==> config.mk <==
export PLATFORM = sky130hd
export DESIGN_NAME = mecanum_wheel_mixer
export DESIGN_NICKNAME = d
export VERILOG_FILES = /design/src/rtl/mwm_pkg.sv /design/src/rtl/mwm_mix.sv /design/src/rtl/mwm_div.sv /design/src/rtl/mwm_shape.sv /design/src/rtl/mecanum_wheel_mixer.sv
export VERILOG_INCLUDE_DIRS = /design/src /design/src/rtl
export SDC_FILE = /design/constraint.sdc
export NUM_CORES = 2
export LEC_CHECK = 0
export BUFFER_PORTS_ARGS = -buffer_cell sky130_fd_sc_hd__buf_2
export CORE_ASPECT_RATIO = 1.4
export CORE_UTILIZATION = 25
export CTS_BUF_LIST = sky130_fd_sc_hd__clkbuf_16
export DETAILED_ROUTE_END_ITERATION = 6
export SLEW_MARGIN = 5
export SYNTH_ARGS = -nofsm -noshare
export SYNTH_HDL_FRONTEND = slang
export SYNTH_SLANG_ARGS = --single-unit
==> constraint.sdc <==
create_clock -name clk -period 11.3 [get_ports clk]
set_clock_uncertainty 0.2 [all_clocks]
set_input_delay 1.695 -clock clk [delete_from_list [all_inputs] [get_ports clk]]
set_output_delay 1.695 -clock clk [all_outputs]
set_load 0.02 [all_outputs]
==> src/rtl/mecanum_wheel_mixer_defines.svh <==
// Assertion macros shared by the mecanum wheel mixer RTL.
// Included by the modules that carry concurrent assertions; no other dependencies.
`ifndef MECANUM_WHEEL_MIXER_DEFINES_SVH
`define MECANUM_WHEEL_MIXER_DEFINES_SVH

// The condition must never be true at a clock edge outside reset.
`define MWM_ASSERT_NEVER(lbl, clk, rst_n, cond, msg) \
    lbl: assert property (@(posedge clk) disable iff (!rst_n) !(cond)) else $error(msg);

// Whenever the antecedent holds, the consequent holds in the same cycle.
`define MWM_ASSERT_IMPLY(lbl, clk, rst_n, ante, cons, msg) \
    lbl: assert property (@(posedge clk) disable iff (!rst_n) (ante) |-> (cons)) else $error(msg);

`endif

==> src/rtl/mwm_pkg.sv <==
// Types and constants shared by the mecanum wheel mixer modules.
// No dependencies.
`timescale 1ns / 1ps

package mwm_pkg;

    localparam int unsigned LANES = 4;
    localparam int unsigned DIV_STEPS = 7;

    // Register index decoded from paddr[2].
    localparam logic REG_DZ_LEFT  = 1'b0;
    localparam logic REG_DZ_RIGHT = 1'b1;

    // Wheel sums, magnitudes and the scaled-product numerators.
    typedef struct packed {
        logic [3:0][15:0] prod;
        logic [3:0]       neg;
        logic [3:0][9:0]  wsum;
        logic [8:0]       mag_max;
        logic             big;
    } mwm_mix_t;

    // Quotients of the shrink division along with the raw sums.
    typedef struct packed {
        logic [3:0][6:0] quot;
        logic [3:0]      neg;
        logic [3:0][9:0] wsum;
        logic            big;
    } mwm_div_t;

    // Deadzone configuration.
    typedef struct packed {
        logic [6:0] dz_left;
        logic [6:0] dz_right;
    } mwm_cfg_t;

endpackage

==> src/rtl/mwm_mix.sv <==
// Mixing front end: wheel sums, largest magnitude and shrink numerators.
// Depends on mwm_pkg.
`timescale 1ns / 1ps

module mwm_mix (
    input  logic                clk,
    input  logic                rst_n,
    input  logic                in_valid,
    output logic                in_stall,
    input  logic signed [7:0]   strafe,
    input  logic signed [7:0]   forward,
    input  logic signed [7:0]   spin,
    output logic                out_valid,
    input  logic                out_stall,
    output mwm_pkg::mwm_mix_t   out_data
);

    logic [1:0]                 vld_reg;
    logic [1:0]                 hold;
    logic signed [3:0][9:0]     wsum_reg;
    logic [3:0][8:0]            mag_reg;
    logic signed [9:0]          xe;
    logic signed [9:0]          ye;
    logic signed [9:0]          ze;
    logic signed [3:0][9:0]     wsum_next;
    logic [3:0][8:0]            mag_next;
    logic [8:0]                 max_lo;
    logic [8:0]                 max_hi;
    logic [8:0]                 max_all;
    mwm_pkg::mwm_mix_t          data_next;
    mwm_pkg::mwm_mix_t          data_reg;

    // A stage holds while it is full and the stage after it holds.
    assign hold[1]  = vld_reg[1] & out_stall;
    assign hold[0]  = vld_reg[0] & hold[1];
    assign in_stall = hold[0];

    // First stage: the four mecanum sums and their magnitudes.
    always_comb
    begin
        xe = signed'({{2{strafe[7]}}, strafe});
        ye = signed'({{2{forward[7]}}, forward});
        ze = signed'({{2{spin[7]}}, spin});
        wsum_next[0] = ye + xe + ze;
        wsum_next[1] = ye - xe + ze;
        wsum_next[2] = ye - xe - ze;
        wsum_next[3] = ye + xe - ze;
        for (int l = 0; l < 4; l++)
        begin
            if (wsum_next[l][9])
                mag_next[l] = 9'(10'd0 - wsum_next[l]);
            else
                mag_next[l] = wsum_next[l][8:0];
        end
    end

    // Second stage: largest magnitude and magnitude * 127.
    always_comb
    begin
        max_lo  = (mag_reg[0] > mag_reg[1]) ? mag_reg[0] : mag_reg[1];
        max_hi  = (mag_reg[2] > mag_reg[3]) ? mag_reg[2] : mag_reg[3];
        max_all = (max_lo > max_hi) ? max_lo : max_hi;
        data_next.mag_max = max_all;
        data_next.big     = (max_all > 9'd127);
        for (int l = 0; l < 4; l++)
        begin
            data_next.prod[l] = {mag_reg[l], 7'b0} - {7'b0, mag_reg[l]};
            data_next.neg[l]  = wsum_reg[l][9];
            data_next.wsum[l] = wsum_reg[l];
        end
    end

    // Valid bits.
    always_ff @(posedge clk or negedge rst_n)
    begin
        if (!rst_n)
        begin
            vld_reg <= '0;
        end
        else
        begin
            if (!hold[0])
                vld_reg[0] <= in_valid;
            if (!hold[1])
                vld_reg[1] <= vld_reg[0];
        end
    end

    // Payload registers.
    always_ff @(posedge clk)
    begin
        if (!hold[0])
        begin
            wsum_reg <= wsum_next;
            mag_reg  <= mag_next;
        end
        if (!hold[1])
            data_reg <= data_next;
    end

    assign out_valid = vld_reg[1];
    assign out_data  = data_reg;

endmodule

==> src/rtl/mwm_div.sv <==
// Pipelined restoring divider: one quotient bit per stage for all four wheels.
// Depends on mwm_pkg and mecanum_wheel_mixer_defines.svh.
`timescale 1ns / 1ps
`include "mecanum_wheel_mixer_defines.svh"

module mwm_div (
    input  logic                clk,
    input  logic                rst_n,
    input  logic                in_valid,
    output logic                in_stall,
    input  mwm_pkg::mwm_mix_t   in_data,
    output logic                out_valid,
    input  logic                out_stall,
    output mwm_pkg::mwm_div_t   out_data
);

    localparam int unsigned STEPS = mwm_pkg::DIV_STEPS;

    logic [STEPS-1:0]                vld_reg;
    logic [STEPS-1:0]                hold;
    logic [STEPS-1:0][3:0][15:0]     r_reg;
    logic [STEPS-1:0][3:0][6:0]      q_reg;
    logic [STEPS-1:0][8:0]           m_reg;
    logic [STEPS-1:0][3:0]           neg_reg;
    logic [STEPS-1:0][3:0][9:0]      w_reg;
    logic [STEPS-1:0]                big_reg;
    logic [STEPS-1:0][3:0][15:0]     r_src;
    logic [STEPS-1:0][3:0][6:0]      q_src;
    logic [STEPS-1:0][8:0]           m_src;
    logic [STEPS-1:0][3:0]           neg_src;
    logic [STEPS-1:0][3:0][9:0]      w_src;
    logic [STEPS-1:0]                big_src;
    logic [STEPS-1:0][3:0][15:0]     r_next;
    logic [STEPS-1:0][3:0][6:0]      q_next;
    logic [STEPS-1:0]                vld_src;

    // Hold chain from the output back to the input.
    always_comb
    begin
        hold[STEPS-1] = vld_reg[STEPS-1] & out_stall;
        for (int k = STEPS - 2; k >= 0; k--)
            hold[k] = vld_reg[k] & hold[k+1];
    end
    assign in_stall = hold[0];

    for (genvar k = 0; k < STEPS; k++)
    begin : g_step
        // Each stage reads the divider input or the stage before it.
        if (k == 0)
        begin : g_first
            assign r_src[k]   = in_data.prod;
            assign q_src[k]   = '0;
            assign m_src[k]   = in_data.mag_max;
            assign neg_src[k] = in_data.neg;
            assign w_src[k]   = in_data.wsum;
            assign big_src[k] = in_data.big;
            assign vld_src[k] = in_valid;
        end
        else
        begin : g_rest
            assign r_src[k]   = r_reg[k-1];
            assign q_src[k]   = q_reg[k-1];
            assign m_src[k]   = m_reg[k-1];
            assign neg_src[k] = neg_reg[k-1];
            assign w_src[k]   = w_reg[k-1];
            assign big_src[k] = big_reg[k-1];
            assign vld_src[k] = vld_reg[k-1];
        end

        // Trial subtraction of the shifted divisor, quotient bit STEPS-1-k.
        always_comb
        begin
            logic [15:0] dsh;
            logic        ge;
            for (int l = 0; l < 4; l++)
            begin
                dsh = 16'(m_src[k]) << (STEPS - 1 - k);
                ge  = (r_src[k][l] >= dsh);
                r_next[k][l] = ge ? (r_src[k][l] - dsh) : r_src[k][l];
                q_next[k][l] = q_src[k][l] | (7'(ge) << (STEPS - 1 - k));
            end
        end

        always_ff @(posedge clk or negedge rst_n)
        begin
            if (!rst_n)
                vld_reg[k] <= 1'b0;
            else if (!hold[k])
                vld_reg[k] <= vld_src[k];
        end

        always_ff @(posedge clk)
        begin
            if (!hold[k])
            begin
                r_reg[k]   <= r_next[k];
                q_reg[k]   <= q_next[k];
                m_reg[k]   <= m_src[k];
                neg_reg[k] <= neg_src[k];
                w_reg[k]   <= w_src[k];
                big_reg[k] <= big_src[k];
            end
        end
    end

    assign out_valid     = vld_reg[STEPS-1];
    assign out_data.quot = q_reg[STEPS-1];
    assign out_data.neg  = neg_reg[STEPS-1];
    assign out_data.wsum = w_reg[STEPS-1];
    assign out_data.big  = big_reg[STEPS-1];

    // After the last step the remainders of wheels 0 and 3 are below the divisor when big is set.
    `MWM_ASSERT_NEVER(a_div_rem, clk, rst_n, vld_reg[STEPS-1] && big_reg[STEPS-1] && ((r_reg[STEPS-1][0] >= 16'(m_reg[STEPS-1])) || (r_reg[STEPS-1][3] >= 16'(m_reg[STEPS-1]))), "divider remainder not below divisor")

endmodule

==> src/rtl/mwm_shape.sv <==
// Output shaping: sign and offset, clamp, left inversion, deadzone stretch.
// Depends on mwm_pkg and mecanum_wheel_mixer_defines.svh.
`timescale 1ns / 1ps
`include "mecanum_wheel_mixer_defines.svh"

module mwm_shape (
    input  logic                clk,
    input  logic                rst_n,
    input  logic                in_valid,
    output logic                in_stall,
    input  mwm_pkg::mwm_div_t   in_data,
    input  mwm_pkg::mwm_cfg_t   cfg,
    output logic                out_valid,
    input  logic                out_stall,
    output logic [7:0]          pwm_left_front,
    output logic [7:0]          pwm_left_back,
    output logic [7:0]          pwm_right_front,
    output logic [7:0]          pwm_right_back
);

    logic [3:0]             vld_reg;
    logic [3:0]             hold;
    logic [3:0][7:0]        v1_next;
    logic [3:0][7:0]        v1_reg;
    logic [3:0][7:0]        v2_reg;
    logic [3:0]             st2_next;
    logic [3:0]             st2_reg;
    logic [3:0][6:0]        d2_next;
    logic [3:0][6:0]        d2_reg;
    logic [3:0][13:0]       p2_next;
    logic [3:0][13:0]       p2_reg;
    logic [3:0][7:0]        v3_reg;
    logic [3:0]             st3_reg;
    logic [3:0][6:0]        d3_reg;
    logic [3:0][13:0]       p3_reg;
    logic [3:0][6:0]        e3_next;
    logic [3:0][6:0]        e3_reg;
    logic [3:0][13:0]       rem;
    logic [3:0][7:0]        res_next;
    logic [3:0][7:0]        res_reg;

    always_comb
    begin
        hold[3] = vld_reg[3] & out_stall;
        for (int k = 2; k >= 0; k--)
            hold[k] = vld_reg[k] & hold[k+1];
    end
    assign in_stall = hold[0];

    // Stage one: pick scaled or raw sum, offset by 127, clamp, invert left.
    always_comb
    begin
        logic signed [9:0]  s;
        logic signed [10:0] t;
        logic [7:0]         c;
        for (int l = 0; l < 4; l++)
        begin
            if (!in_data.big)
                s = in_data.wsum[l];
            else if (in_data.neg[l])
                s = 10'd0 - {3'b0, in_data.quot[l]};
            else
                s = {3'b0, in_data.quot[l]};
            t = {s[9], s} + 11'sd127;
            if (t[10])
                c = 8'd0;
            else if (t[9:8] != 2'b00)
                c = 8'd255;
            else
                c = t[7:0];
            v1_next[l] = (l < 2) ? ~c : c;
        end
    end

    // Stage two: stretch test and (127 - D) * (v - 127).
    always_comb
    begin
        logic [14:0] p;
        for (int l = 0; l < 4; l++)
        begin
            if (l < 2)
            begin
                st2_next[l] = (v1_reg[l] > 8'd128);
                d2_next[l]  = cfg.dz_left;
            end
            else
            begin
                st2_next[l] = (v1_reg[l] > 8'd127);
                d2_next[l]  = cfg.dz_right;
            end
            p = 15'(7'd127 - d2_next[l]) * 15'(v1_reg[l] - 8'd127);
            p2_next[l] = p[13:0];
        end
    end

    // Stage three: quotient estimate by 127 as (p * 129) >> 14.
    always_comb
    begin
        logic [20:0] pe;
        for (int l = 0; l < 4; l++)
        begin
            pe = {p2_reg[l], 7'b0} + 21'(p2_reg[l]);
            e3_next[l] = pe[20:14];
        end
    end

    // Stage four: correct the estimate, add the offset, clamp and select.
    always_comb
    begin
        logic [7:0] q;
        logic [9:0] sum;
        for (int l = 0; l < 4; l++)
        begin
            rem[l] = p3_reg[l] - ({e3_reg[l], 7'b0} - 14'(e3_reg[l]));
            q      = {1'b0, e3_reg[l]} + 8'(rem[l] >= 14'd127);
            sum    = 10'(d3_reg[l]) + 10'd127 + 10'(q);
            if (!st3_reg[l])
                res_next[l] = v3_reg[l];
            else if (sum > 10'd255)
                res_next[l] = 8'd255;
            else
                res_next[l] = sum[7:0];
        end
    end

    always_ff @(posedge clk or negedge rst_n)
    begin
        if (!rst_n)
        begin
            vld_reg <= '0;
        end
        else
        begin
            if (!hold[0])
                vld_reg[0] <= in_valid;
            for (int k = 1; k < 4; k++)
                if (!hold[k])
                    vld_reg[k] <= vld_reg[k-1];
        end
    end

    always_ff @(posedge clk)
    begin
        if (!hold[0])
            v1_reg <= v1_next;
        if (!hold[1])
        begin
            v2_reg  <= v1_reg;
            st2_reg <= st2_next;
            d2_reg  <= d2_next;
            p2_reg  <= p2_next;
        end
        if (!hold[2])
        begin
            v3_reg  <= v2_reg;
            st3_reg <= st2_reg;
            d3_reg  <= d2_reg;
            p3_reg  <= p2_reg;
            e3_reg  <= e3_next;
        end
        if (!hold[3])
            res_reg <= res_next;
    end

    assign out_valid       = vld_reg[3];
    assign pwm_left_front  = res_reg[0];
    assign pwm_left_back   = res_reg[1];
    assign pwm_right_front = res_reg[2];
    assign pwm_right_back  = res_reg[3];

    // The reciprocal estimate is never more than one below the true quotient.
    `MWM_ASSERT_NEVER(a_est_err, clk, rst_n, vld_reg[2] && ((st3_reg[0] && (rem[0] >= 14'd254)) || (st3_reg[2] && (rem[2] >= 14'd254))), "deadzone quotient estimate off by more than one")

endmodule

==> src/rtl/mecanum_wheel_mixer.sv <==
// Top level of the mecanum wheel mixer: APB deadzone registers and the pipeline.
// Depends on mwm_pkg, mwm_mix, mwm_div, mwm_shape and the defines header.
//
// Usage:
// One request on the input channel carries strafe, forward and spin
// (signed 8-bit). One request on the output channel returns the four PWM
// bytes, 127 meaning stop on the right wheels and 128 on the left ones.
// A request moves when valid is high and stall low. The pipeline has two
// mixing stages, seven divider stages (one quotient bit per stage for all
// wheels) and four shaping stages. Throughput is one request per cycle unless
// in_stall holds the input; each stage is registered with its own valid bit.
// When the receiver stalls, the last stage holds its result and earlier
// stages keep filling empty slots; in_stall rises only once the pipeline is
// full back to its input.
// Reset empties the pipeline and sets both deadzones to zero.
// The deadzones sit at APB byte addresses 0 (left) and 4 (right); the user must
// write them only while the pipeline is empty, which the block does not enforce.
`timescale 1ns / 1ps
`include "mecanum_wheel_mixer_defines.svh"

module mecanum_wheel_mixer (
    input  logic                clk,
    input  logic                rst_n,
    input  logic                psel,
    input  logic                penable,
    input  logic                pwrite,
    input  logic [2:0]          paddr,
    input  logic [31:0]         pwdata,
    output logic [31:0]         prdata,
    output logic                pready,
    input  logic                in_valid,
    output logic                in_stall,
    input  logic signed [7:0]   strafe,
    input  logic signed [7:0]   forward,
    input  logic signed [7:0]   spin,
    output logic                out_valid,
    input  logic                out_stall,
    output logic [7:0]          pwm_left_front,
    output logic [7:0]          pwm_left_back,
    output logic [7:0]          pwm_right_front,
    output logic [7:0]          pwm_right_back
);

    mwm_pkg::mwm_cfg_t  cfg_reg;
    mwm_pkg::mwm_mix_t  mix_data;
    mwm_pkg::mwm_div_t  div_data;
    logic               mix_valid;
    logic               mix_stall;
    logic               div_valid;
    logic               div_stall;
    logic               wr_en;

    // Configuration registers.
    assign pready = 1'b1;
    assign wr_en  = psel & penable & pwrite & pready;

    always_ff @(posedge clk or negedge rst_n)
    begin
        if (!rst_n)
        begin
            cfg_reg <= '0;
        end
        else if (wr_en)
        begin
            case (paddr[2])
                mwm_pkg::REG_DZ_LEFT:  cfg_reg.dz_left  <= pwdata[6:0];
                mwm_pkg::REG_DZ_RIGHT: cfg_reg.dz_right <= pwdata[6:0];
                default:               cfg_reg          <= cfg_reg;
            endcase
        end
    end

    // Register read back.
    always_comb
    begin
        case (paddr[2])
            mwm_pkg::REG_DZ_LEFT:  prdata = {25'b0, cfg_reg.dz_left};
            mwm_pkg::REG_DZ_RIGHT: prdata = {25'b0, cfg_reg.dz_right};
            default:               prdata = '0;
        endcase
    end

    mwm_mix u_mix (
        .clk       (clk),
        .rst_n     (rst_n),
        .in_valid  (in_valid),
        .in_stall  (in_stall),
        .strafe    (strafe),
        .forward   (forward),
        .spin      (spin),
        .out_valid (mix_valid),
        .out_stall (mix_stall),
        .out_data  (mix_data)
    );

    mwm_div u_div (
        .clk       (clk),
        .rst_n     (rst_n),
        .in_valid  (mix_valid),
        .in_stall  (mix_stall),
        .in_data   (mix_data),
        .out_valid (div_valid),
        .out_stall (div_stall),
        .out_data  (div_data)
    );

    mwm_shape u_shape (
        .clk             (clk),
        .rst_n           (rst_n),
        .in_valid        (div_valid),
        .in_stall        (div_stall),
        .in_data         (div_data),
        .cfg             (cfg_reg),
        .out_valid       (out_valid),
        .out_stall       (out_stall),
        .pwm_left_front  (pwm_left_front),
        .pwm_left_back   (pwm_left_back),
        .pwm_right_front (pwm_right_front),
        .pwm_right_back  (pwm_right_back)
    );

    // The input is held off only when a finished result is waiting.
    `MWM_ASSERT_IMPLY(a_stall_full, clk, rst_n, in_stall, out_valid && out_stall, "input stalled without a held result")

endmodule
==> flow_summary.json <==
{
  "grt_pass1_vias": 48366,
  "yosys_warnings": 0,
  "cts_setup_buffers": 0,
  "synth_seq_cells": 1326,
  "final_common_cell": "edfxtp_1",
  "hold-path-cell-count": 0,
  "fp.dieH_um": 659,
  "htreeDepth": 4,
  "hp-start": "u_div.w_reg[181]",
  "gp_congestion": 0.896,
  "max_cap_violations": 0,
  "synth_top_cell_area_share_pct": 50.6,
  "ff_latch_area_mm2": 0.0397,
  "layout_common_cells": "1299 x edfxtp_1, 721 x ha_1, 706 x inv_1, 497 x nor2_1, 403 x a21oi_1",
  "hold_viol_final": 0,
  "path_class": "in2out",
  "routed_wl_um": 164000,
  "wl_per_cell_um": 15.3,
  "fin_nets": 7607,
  "clk_latency_ns": 0.79,
  "synthTopCellsByArea": "edfxtp_1 51%, ha_1 12%, fa_1 4.9%, xnor2_1 4.4%, inv_1 3.4%",
  "synth_mux_area_share_pct": 1.54,
  "synth_top_area_cell": "edfxtp_1",
  "io_pins": 133,
  "grt_pass1_wl_um": 260000,
  "drc_errors": 2,
  "worstSetupEndpointType": "output pin",
  "required_ns": 9.41,
  "rsz0062_at_grt": "no",
  "initial_utilization_pct": 25.2,
  "cts_buffer_depth": 4,
  "violations": "DRC",
  "largest_reg_flops": 363,
  "fin_hold_ws_ns": 0.198,
  "grt_max_degree": 90,
  "worstSetupStartpointType": "primary input",
  "crit_family": "buffers and inverters",
  "cts_resized": 0,
  "n_fill_cell": 30854,
  "dr.pass1.iters": 7,
  "cp_max_fo": 74,
  "synth_top_family_by_area": "adder cells",
  "ctsHoldBuffers": 0,
  "synthCells": 6486,
  "finalMaxSlewViolations": 0,
  "clock-sinks": 1326,
  "cp_slowest_cell": "buf_4",
  "clk_pin_slew_worst_paths_ns": 0.06,
  "worst_r2r_path_depth": 20,
  "root_buffer": "clkbuf_16",
  "chipWidth_um": 471,
  "area_growth_pct": 12.5,
  "path_cells": "buf_2, and3_1, inv_4, nor2_1, and2_1, and3_1, and3_1, nand4_1, buf_4, inv_1, buf_2",
  "outcome": "complete, but fails checks",
  "rr_startpoint": "u_shape.v1_reg[8]",
  "synth_simple_gate_area_share_pct": 10.6,
  "synth_compound_area_share_pct": 9.20,
  "synth_top_flop_cell": "edfxtp_1",
  "max_freq_ghz": 0.145,
  "antenna_found_initial": 13,
  "synthAdderAreaFrac_pct": 16.6,
  "multi_input_area_mm2": 0.0343,
  "drive_gt1_share_pct": 7.56,
  "path_buf_inv": 5,
  "grt_overflow": 0,
  "groute.usage.overall_pct": 10.4,
  "core_area_mm2": 0.306,
  "via_per_inst": 4.40,
  "hold-path-endpoint": "u_div.w_reg[221]",
  "ff2ff_setup_slack_ns": 5.06,
  "rr_endpoint": "u_shape.p2_reg[27]",
  "crit_top_cell": "and3_1",
  "port_buffers": 79,
  "ant_nets": 0,
  "synthXorXnorAreaFrac_pct": 6.27,
  "synthArstFlopShare_pct": 2.04,
  "vias": 47155,
  "netlist_area_mm2": 0.0770,
  "period_share_pct": 61.1,
  "tns_ns": 0,
  "synth.distinct_cells": 82,
  "fin_crit_ns": 6.90,
  "slowest_delay_ns": 0.67,
  "setup_viol": 0,
  "drt_iter0_markers": 2318,
  "crit_arrival_ns": 5.01,
  "rows": 240,
  "tightestPinTransition_ns": 1.07,
  "numCtsBuffers": 143,
  "synth_edf_count": 1299,
  "postSynthAreaPerCell_um2": 11.9,
  "worstHoldPathType": "reg2reg",
  "hpwl_um": 130000,
  "seq_area_frac_synth_pct": 51.5,
  "cts_tree": "done",
  "die_area_mm2": 0.310,
  "slew_headroom_pct": 28.0
}
==> worst max path at each step <==
| stage | from | endpoint | slack, ns | depth (start not counted) |
|---|---|---|---|---|
| 6_report | out_stall | in_stall | 4.40 | 11 |
| 5_1_grt | out_stall | in_stall | 4.03 | 11 |
| 4_1_cts | out_stall | in_stall | 4.26 | 11 |
| 3_5_place_dp | out_stall | in_stall | 4.29 | 11 |
| 3_3_place_gp | out_stall | in_stall | 4.28 | 11 |
| 2_1_floorplan | out_stall | in_stall | 1.80 | 8 |
==> logic make-up (layout without fill, tap and decap cells) <==
logic type      Yosys count  in the layout
compound gates         1141           1141
xor+xnor                552            552
fa+ha+maj               911            911
buf+inv                 832           1054
flops                  1326           1326
mux                     112            112
other cells               2             27
simple gates           1610           1610
==> through the flow <==
step	setup slack [ns]	cells	util [%]	cell area, um2
floorplan	1.80	6510	-	77100
CTS	4.26	10725	28.3	86700
global route	4.03	10726	28.3	86700
detailed placement	4.29	10478	26.9	82200
finish	4.40	10726	28.3	86700
global placement	4.28	10478	26.9	82200
==> layout make-up <==
class	count	area share, %
diodes	1	0.00289
clock buffers	147	4.24
clock inverters	100	0.940
inverters	702	3.05
multi-input cells	4352	39.5
flip-flops and latches	1326	45.8
well taps	3993	5.76
repair buffers	105	0.681
==> synthesized netlist by cell type (19+ instances only) <==
cell and n:
nor3_1 112, o211ai_1 26, nand4_1 68, nand2b_1 116, clkbuf_1 86, nand3b_1 23
mux2_2 52, buf_4 26, fa_1 190, o21bai_1 38, o22a_1 30, o31ai_1 33
inv_1 699, o21a_1 37, ha_1 721, a21o_1 110, dfrtp_1 27, xnor2_1 385
nor2b_1 162, a21boi_0 36, xor2_1 167, a31oi_1 49, nor4_1 51, mux2i_1 60
edfxtp_1 1299, a211oi_1 20, or3_1 36, a211o_1 19, nor2_1 497, nand2_1 246
and3_1 25, a21oi_1 403, or2_2 109, o21ai_0 245, nand3_1 79
==> worst register-to-register path, stage by stage (launching register included) <==
cell	delay (ns)
edfxtp_1	0.65
and3_1	0.23
nand3_1	0.11
or2_2	0.33
xor2_1	0.51
nand2b_1	0.17
fa_1	0.44
inv_1	0.08
fa_1	0.41
inv_1	0.08
fa_1	0.43
fa_1	0.54
inv_1	0.06
fa_1	0.47
ha_1	0.24
xnor2_1	0.14
xnor2_1	0.20
xnor2_1	0.17
xnor2_1	0.11
xnor2_1	0.31
xnor2_1	0.12
==> per-layer routing <==
layer  part of all wire, %  track usage (%)  up-vias
li1                      -                -    23431
met2                    52             19.8      896
met4                   6.2             6.20       20
met3                   3.4             1.46      420
met1                    38             10.7    22388
met5                 0.085                0        -
Power is left out: the tool's default activity adds up to more than one toggle a clock period on the data nets, which glitch-free logic cannot reach.
